--- src/rtl/rmct_ram.sv ---
`default_nettype none

module rmct_ram #(
  parameter int unsigned WIDTH = 32,
  parameter int unsigned DEPTH = 2
) (
  input  wire logic                     clk_i,
  input  wire logic                     we_i,
  input  wire logic [$clog2(DEPTH)-1:0] waddr_i,
  input  wire logic [WIDTH-1:0]         wdata_i,
  input  wire logic [$clog2(DEPTH)-1:0] raddr_a_i,
  output logic      [WIDTH-1:0]         rdata_a_o,
  input  wire logic [$clog2(DEPTH)-1:0] raddr_b_i,
  output logic      [WIDTH-1:0]         rdata_b_o
);

  logic [WIDTH-1:0] mem_q [DEPTH];
  logic [WIDTH-1:0] rdata_a_q;
  logic [WIDTH-1:0] rdata_b_q;

  always_ff @(posedge clk_i) begin
    if (we_i) begin
      mem_q[waddr_i] <= wdata_i;
    end
    rdata_a_q <= mem_q[raddr_a_i];
    rdata_b_q <= mem_q[raddr_b_i];
  end

  assign rdata_a_o = rdata_a_q;
  assign rdata_b_o = rdata_b_q;

endmodule

`default_nettype wire

--- config.mk ---
export PLATFORM = sky130hd
export DESIGN_NAME = rmct_ram
export DESIGN_NICKNAME = d
export VERILOG_FILES = /design/src/rtl/rmct_ram.sv
export SDC_FILE = /design/constraint.sdc
export NUM_CORES = 1
export LEC_CHECK = 0
export BUFFER_PORTS_ARGS = -buffer_cell sky130_fd_sc_hd__buf_4
export CAP_MARGIN = 40
export CORE_UTILIZATION = 52
export CTS_CLUSTER_SIZE = 40
export DETAILED_ROUTE_END_ITERATION = 8
export GPL_ROUTABILITY_DRIVEN = 0
export PLACE_DENSITY_LB_ADDON = 0.2
export SLEW_MARGIN = 15
export SYNTH_ARGS = -nofsm -noshare
export SYNTH_HDL_FRONTEND = slang
export SYNTH_SLANG_ARGS = --single-unit
--- constraint.sdc ---
create_clock -name clk_i -period 3.5 [get_ports clk_i]
set_input_delay 1.05 -clock clk_i [delete_from_list [all_inputs] [get_ports clk_i]]
set_output_delay 1.05 -clock clk_i [all_outputs]
set_load 0.05 [all_outputs]
==> results of run 1 <==
-- through the flow --
stage	instance area, um^2	setup slack (ps)	hold slack, ps	std cells	utilization [%]
5_1_grt	5700	1370	505	430	72.6
4_1_cts	5680	1380	497	429	72.4
6_report	5700	1400	492	430	72.6
2_1_floorplan	4300	572	472	202	-
3_3_place_gp	5060	1270	477	397	64.4
3_5_place_dp	5060	1250	486	397	64.4
-- power groups by stage --
stage          logic, W  clock network, W  registers (W)
2_1_floorplan  0.000148                 0        0.00201
3_3_place_gp   0.000536                 0        0.00177
3_5_place_dp   0.000540                 0        0.00178
4_1_cts        0.000541           0.00183        0.00175
5_1_grt        0.000558           0.00190        0.00176
6_report       0.000539           0.00180        0.00175
-- synth_stat cells --
cell / instances / area share [%]
dfxtp_1: 64 / 30
edfxtp_1: 64 / 45
mux2_4: 60 / 21
buf_12: 6 / 2.8
mux2_2: 4 / 1.0
buf_6: 2 / 0.52
and2_1: 1 / 0.15
nor2b_1: 1 / 0.15
-- sequential cells by signal (all words and copies together), names as in the netlist --
register,flops
rdata_b_o,32
mem_q,64
rdata_a_o,32
-- layer usage --
| metal | GRT usage, % | part of all wire, % | vias up |
|---|---|---|---|
| met5 | 0 | 0 | - |
| met4 | 6.67 | 1.4 | 0 |
| met2 | 28.9 | 54 | 73 |
| met1 | 16.2 | 40 | 991 |
| li1 | - | - | 970 |
| met3 | 7.24 | 5.2 | 8 |
-- cell type report --
class	instances	area [um^2]
Clock inverter	14	184
Fill cell	515	2150
Clock buffer	18	439
Tap cell	102	128
Sequential cell	128	3200
Timing Repair Buffer	102	778
Multi-Input combinational cell	66	967
-- logic make-up after synthesis --
group                  share of synthesized area, %
DFF                                            74.4
and+or+nand+nor                               0.291
muxes                                          22.0
buffers and inverters                          3.31
-- worst min-delay path by stage --
| stage | start | endpoint | slack, ps |
|---|---|---|---|
| 2_1_floorplan | mem_q[1][0]$_DFFE_PP_ | rdata_a_o[0]$_DFF_P_ | 470 |
| 3_3_place_gp | mem_q[1][31]$_DFFE_PP_ | rdata_a_o[31]$_DFF_P_ | 480 |
| 3_5_place_dp | mem_q[0][30]$_DFFE_PP_ | rdata_b_o[30]$_DFF_P_ | 490 |
| 4_1_cts | mem_q[1][0]$_DFFE_PP_ | rdata_a_o[0]$_DFF_P_ | 500 |
| 5_1_grt | mem_q[1][18]$_DFFE_PP_ | rdata_b_o[18]$_DFF_P_ | 500 |
| 6_report | mem_q[0][18]$_DFFE_PP_ | rdata_a_o[18]$_DFF_P_ | 490 |
==> out/metrics.csv, run 1 <==
stage,metric,value,unit
sta,worst_slew_pin_slew,622,ps
setup_path,crit_family,flip-flops,
setup_path,critPathCapture,rdata_a_o[26],
sta,rsz0062_at_grt,no,
die,start_util,54.8,%
power,p_sw_share,24.0,%
clock_network,cts_post_setup_buffers_inserted,0,
final_layout,final_common_cell,buf_4,
synth,synth-seq-cells,128,
die,die_x,93.0,um
clock_network,cts_resized,0,
setup_path,crit_path_top_delay_cell,dfxtp_1,
sta,finalCritPeriodShare,59.9,%
placement,hpwlAfterDp,3980,um
grt,grt_usage,16.2,%
setup_path,slowest_delay,350,ps
route,firstDrtPassIters,4,
setup_path,crit_start,rdata_a_o[26]$_DFF_P_,
synth,synth_warnings,0,
clock_network,clock_sinks,128,
power,combPwrFrac,13.2,%
worst_hold_path,min_path_cells,1,
setup_path,crit_required,2450,ps
clock_network,max-clock-path-buffers,2,
grt,grt_max_degree,33,
sta,slew_headroom,58.5,%
final_layout,most-common-layout-cells,"101 x buf_4, 64 x edfxtp_1, 64 x dfxtp_1, 60 x mux2_4, 17 x clkbuf_16",
synth,ys_types,8,
status,status,finished clean,
sta,hold_viol,0,
grt,antenna_found_initial,0,
grt,grt_pass1_wl,9840,um
synth,syn_nets,239,
route,wl_per_cell,15.3,um
power,p_sw,0.000981,W
route,ant_nets,0,
route,routed_wirelength,6570,um
flow_run,maxCapViolations,0,
clock_network,clk_latency,500,ps
synth,netlist_instances,202,
setup_path,critPathMaxFanout,1,
sta,period_needed,2100,ps
synth,avgSynthCellArea,21.3,um^2
power,power,0.00409,W
power,pwr-share-seq,42.8,%
final_layout,area_delta_synth_final,32.4,%
sta,drv_slew,0,
sta,setup_tns,0,ps
setup_path,crit_path_end_kind,primary output,
sta,timing.fmax,0.477,GHz
power,ir_drop,0.000511,V
sta,clock_skew,8.15,ps
route,avgViaCountPerCell,4.75,
setup_path,cp-start-kind,flip-flop,
route,drt_iter0_drc,72,
setup_path,rr_endpoint,rdata_b_o[26]$_DFF_P_,
setup_path,rrSetupSlack,2690,ps
setup_path,cp.depth,1,
worst_hold_path,hp-class,flip-flop to flip-flop,
final_layout,drive_gt1_share,60.7,%
clock_network,cts_made_buffers,17,
power,powerDensity,717,nW/um^2
clock_network,cts_tree,yes,
final_layout,antenna_cells,0,
setup_path,cp_num_buf_inv,1,
setup_path,critical_path_arrival,1050,ps
route,num_vias,2042,
synth,yosysSeqAreaShare,74.4,%
die,die-area,8650,um^2
clock_network,ctsHoldBuffers,0,
setup_path,reg2reg_from,mem_q[0][26]$_DFFE_PP_,
synth,syn_area,4300,um^2
grt,gr-total-overflow,0,
power,p_leak,2.46,nW
setup_path,reg2regPathDepth,1,
die,io_pins,101,
power,power_frac_clock,44.0,%
die,die_h,93.0,um
route,drc,0,
die,core,7850,um^2
grt,grt_pass1_vias,2108,
power,internal_power,0.00311,W
placement,io_buffer_count,100,
sta,setup_viol,0,
setup_path,critPathKind,flip-flop to primary output,
clock_network,path_clk_slew,60,ps
final_layout,nets,352,
die,rows,32,
clock_network,ctsHtreeMaxLevel,4,
setup_path,crit_chain,buf_4,
clock_network,clk_root_buffer_cell,clkbuf_8,
Power figures use the tool's default switching activity.
==> inputs of run 2 (changes only) <==
==> constraint.sdc (replaced) <==
create_clock -name clk_i -period 2.04 [get_ports clk_i]
set_input_delay 0.612 -clock clk_i [delete_from_list [all_inputs] [get_ports clk_i]]
set_output_delay 0.612 -clock clk_i [all_outputs]
set_load 0.05 [all_outputs]
==> run 2 against run 1 <==
  * Clock skew shrank 2.8 ps
  * Non-clock buffer count grew 5
  * Clock-buffer cell count up 3
  * Global-route usage is 0.47 points higher
  * Via count rose by 0.15%
  * Critical path depth stayed put
  * First-iteration DRC count fell by 51%
  * Critical endpoint is now rdata_a_o[30]
  * Largest power group is now registers
==> out/metrics.csv, run 2 (synthesized netlist as in run 1, its figures left out) <==
stage,metric,value,unit
grt,grt_max_degree,33,
status,status,finished clean,
grt,grt_pass1_wl,10100,um
sta,drv_slew,0,
final_layout,antenna_cells,0,
sta,period_needed,1670,ps
grt,antenna_found_initial,0,
grt,grt_pass1_vias,2094,
clock_network,cts_post_setup_buffers_inserted,0,
setup_path,crit_required,1430,ps
final_layout,largest_register_ffs,64,
die,core,7850,um^2
sta,setup_tns,0,ps
clock_network,max-clock-path-buffers,2,
setup_path,crit_path_top_delay_cell,dfxtp_1,
clock_network,ctsHtreeMaxLevel,4,
sta,fin_ws,370,ps
route,routed_wirelength,6720,um
placement,pre_cts_slack,445,ps
setup_path,cp_num_buf_inv,1,
die,die_h,93.0,um
clock_network,cts_resized,0,
clock_network,ctsHoldBuffers,0,
route,drc,0,
die,rows,32,
placement,dpl_cell_area,5150,um^2
setup_path,reg2reg_from,mem_q[0][3]$_DFFE_PP_,
sta,timing.fmax,0.599,GHz
clock_network,clk_latency,500,ps
sta,setup_viol,0,
placement,hpwlAfterDp,4350,um
clock_network,clk_root_buffer_cell,clkbuf_8,
placement,io_buffer_count,100,
route,avgViaCountPerCell,4.70,
final_layout,top_register,mem_q,
final_layout,nets,357,
power,powerDensity,1170,nW/um^2
setup_path,cp-start-kind,flip-flop,
route,wl_per_cell,15.5,um
worst_hold_path,min_from,wdata_i[21],
setup_path,crit_path_end_kind,primary output,
clock_network,cts_tree,yes,
route,ant_nets,0,
final_layout,drive_gt1_share,60.7,%
route,num_vias,2045,
route,drt_iter0_drc,35,
sta,clock_skew,5.38,ps
grt,grt_usage,16.6,%
final_layout,area_delta_synth_final,32.5,%
setup_path,critPathKind,flip-flop to primary output,
power,ir_drop,0.000679,V
final_layout,final_common_cell,buf_4,
flow_run,maxCapViolations,0,
clock_network,clock_sinks,128,
clock_network,cts_made_buffers,17,
setup_path,crit_start,rdata_a_o[30]$_DFF_P_,
setup_path,crit_family,flip-flops,
worst_hold_path,hp-class,input pin to flip-flop,
sta,worst_slew_pin_slew,341,ps
setup_path,crit_chain,buf_4,
final_layout,fin_area,5700,um^2
setup_path,slowest_delay,350,ps
sta,slew_headroom,77.3,%
sta,rsz0062_at_grt,no,
die,die-area,8650,um^2
route,firstDrtPassIters,4,
setup_path,critical_path_arrival,1060,ps
final_layout,most-common-layout-cells,"103 x buf_4, 64 x edfxtp_1, 64 x dfxtp_1, 60 x mux2_4, 16 x clkbuf_16",
sta,finalCritPeriodShare,81.9,%
clock_network,path_clk_slew,60,ps
die,start_util,54.8,%
power,p_leak,2.47,nW
die,die_x,93.0,um
power,power,0.00670,W
grt,gr-total-overflow,0,
die,io_pins,101,
sta,hold_viol,0,
setup_path,critPathMaxFanout,1,
## run 2: report_power, final
part	leakage [nW]	internal (W)	switching [W]
registers	1.14	0.00292	0.0000818
clock network	0.276	0.00176	0.000995
logic	1.05	0.000373	0.000567
total	2.47	0.00505	0.00164
## run 2: metal layers
layer / vias to the layer above / part of all wire (%) / GRT usage, % / routed length, um
li1: 984 / - / - / -
met1: 976 / 36 / 15.8 / 2420
met2: 73 / 55 / 30.2 / 3720
met3: 12 / 7.3 / 8.05 / 494
met4: 0 / 1.3 / 6.92 / 87
met5: - / 0 / 0 / 0
## run 2: final timing paths
check | endpoint | slack, ps | cells after the start
setup / recovery | rdata_a_o[30] | 370 | 1
hold reg to reg | rdata_b_o[30]$_DFF_P_ | 490 | 1
setup reg to reg | rdata_a_o[3]$_DFF_P_ | 1230 | 1
hold / removal | mem_q[0][21]$_DFFE_PP_ | 290 | 1
## run 2: cell type report
class | instances | area [um^2]
well taps | 102 | 128
repair buffers | 107 | 853
flip-flops and latches | 128 | 3200
fillers | 506 | 2140
clock buffers | 21 | 439
multi-input cells | 66 | 967
clock inverters | 11 | 114
## run 2: through the flow
| stage | instances | hold WS [ps] | util (%) |
|---|---|---|---|
| finish | 435 | 290 | 72.7 |
| detailed placement | 403 | 484 | 65.6 |
| global placement | 403 | 476 | 65.6 |
| CTS | 435 | 268 | 72.7 |
| global route | 435 | 263 | 72.7 |
| floorplan | 202 | 472 | - |
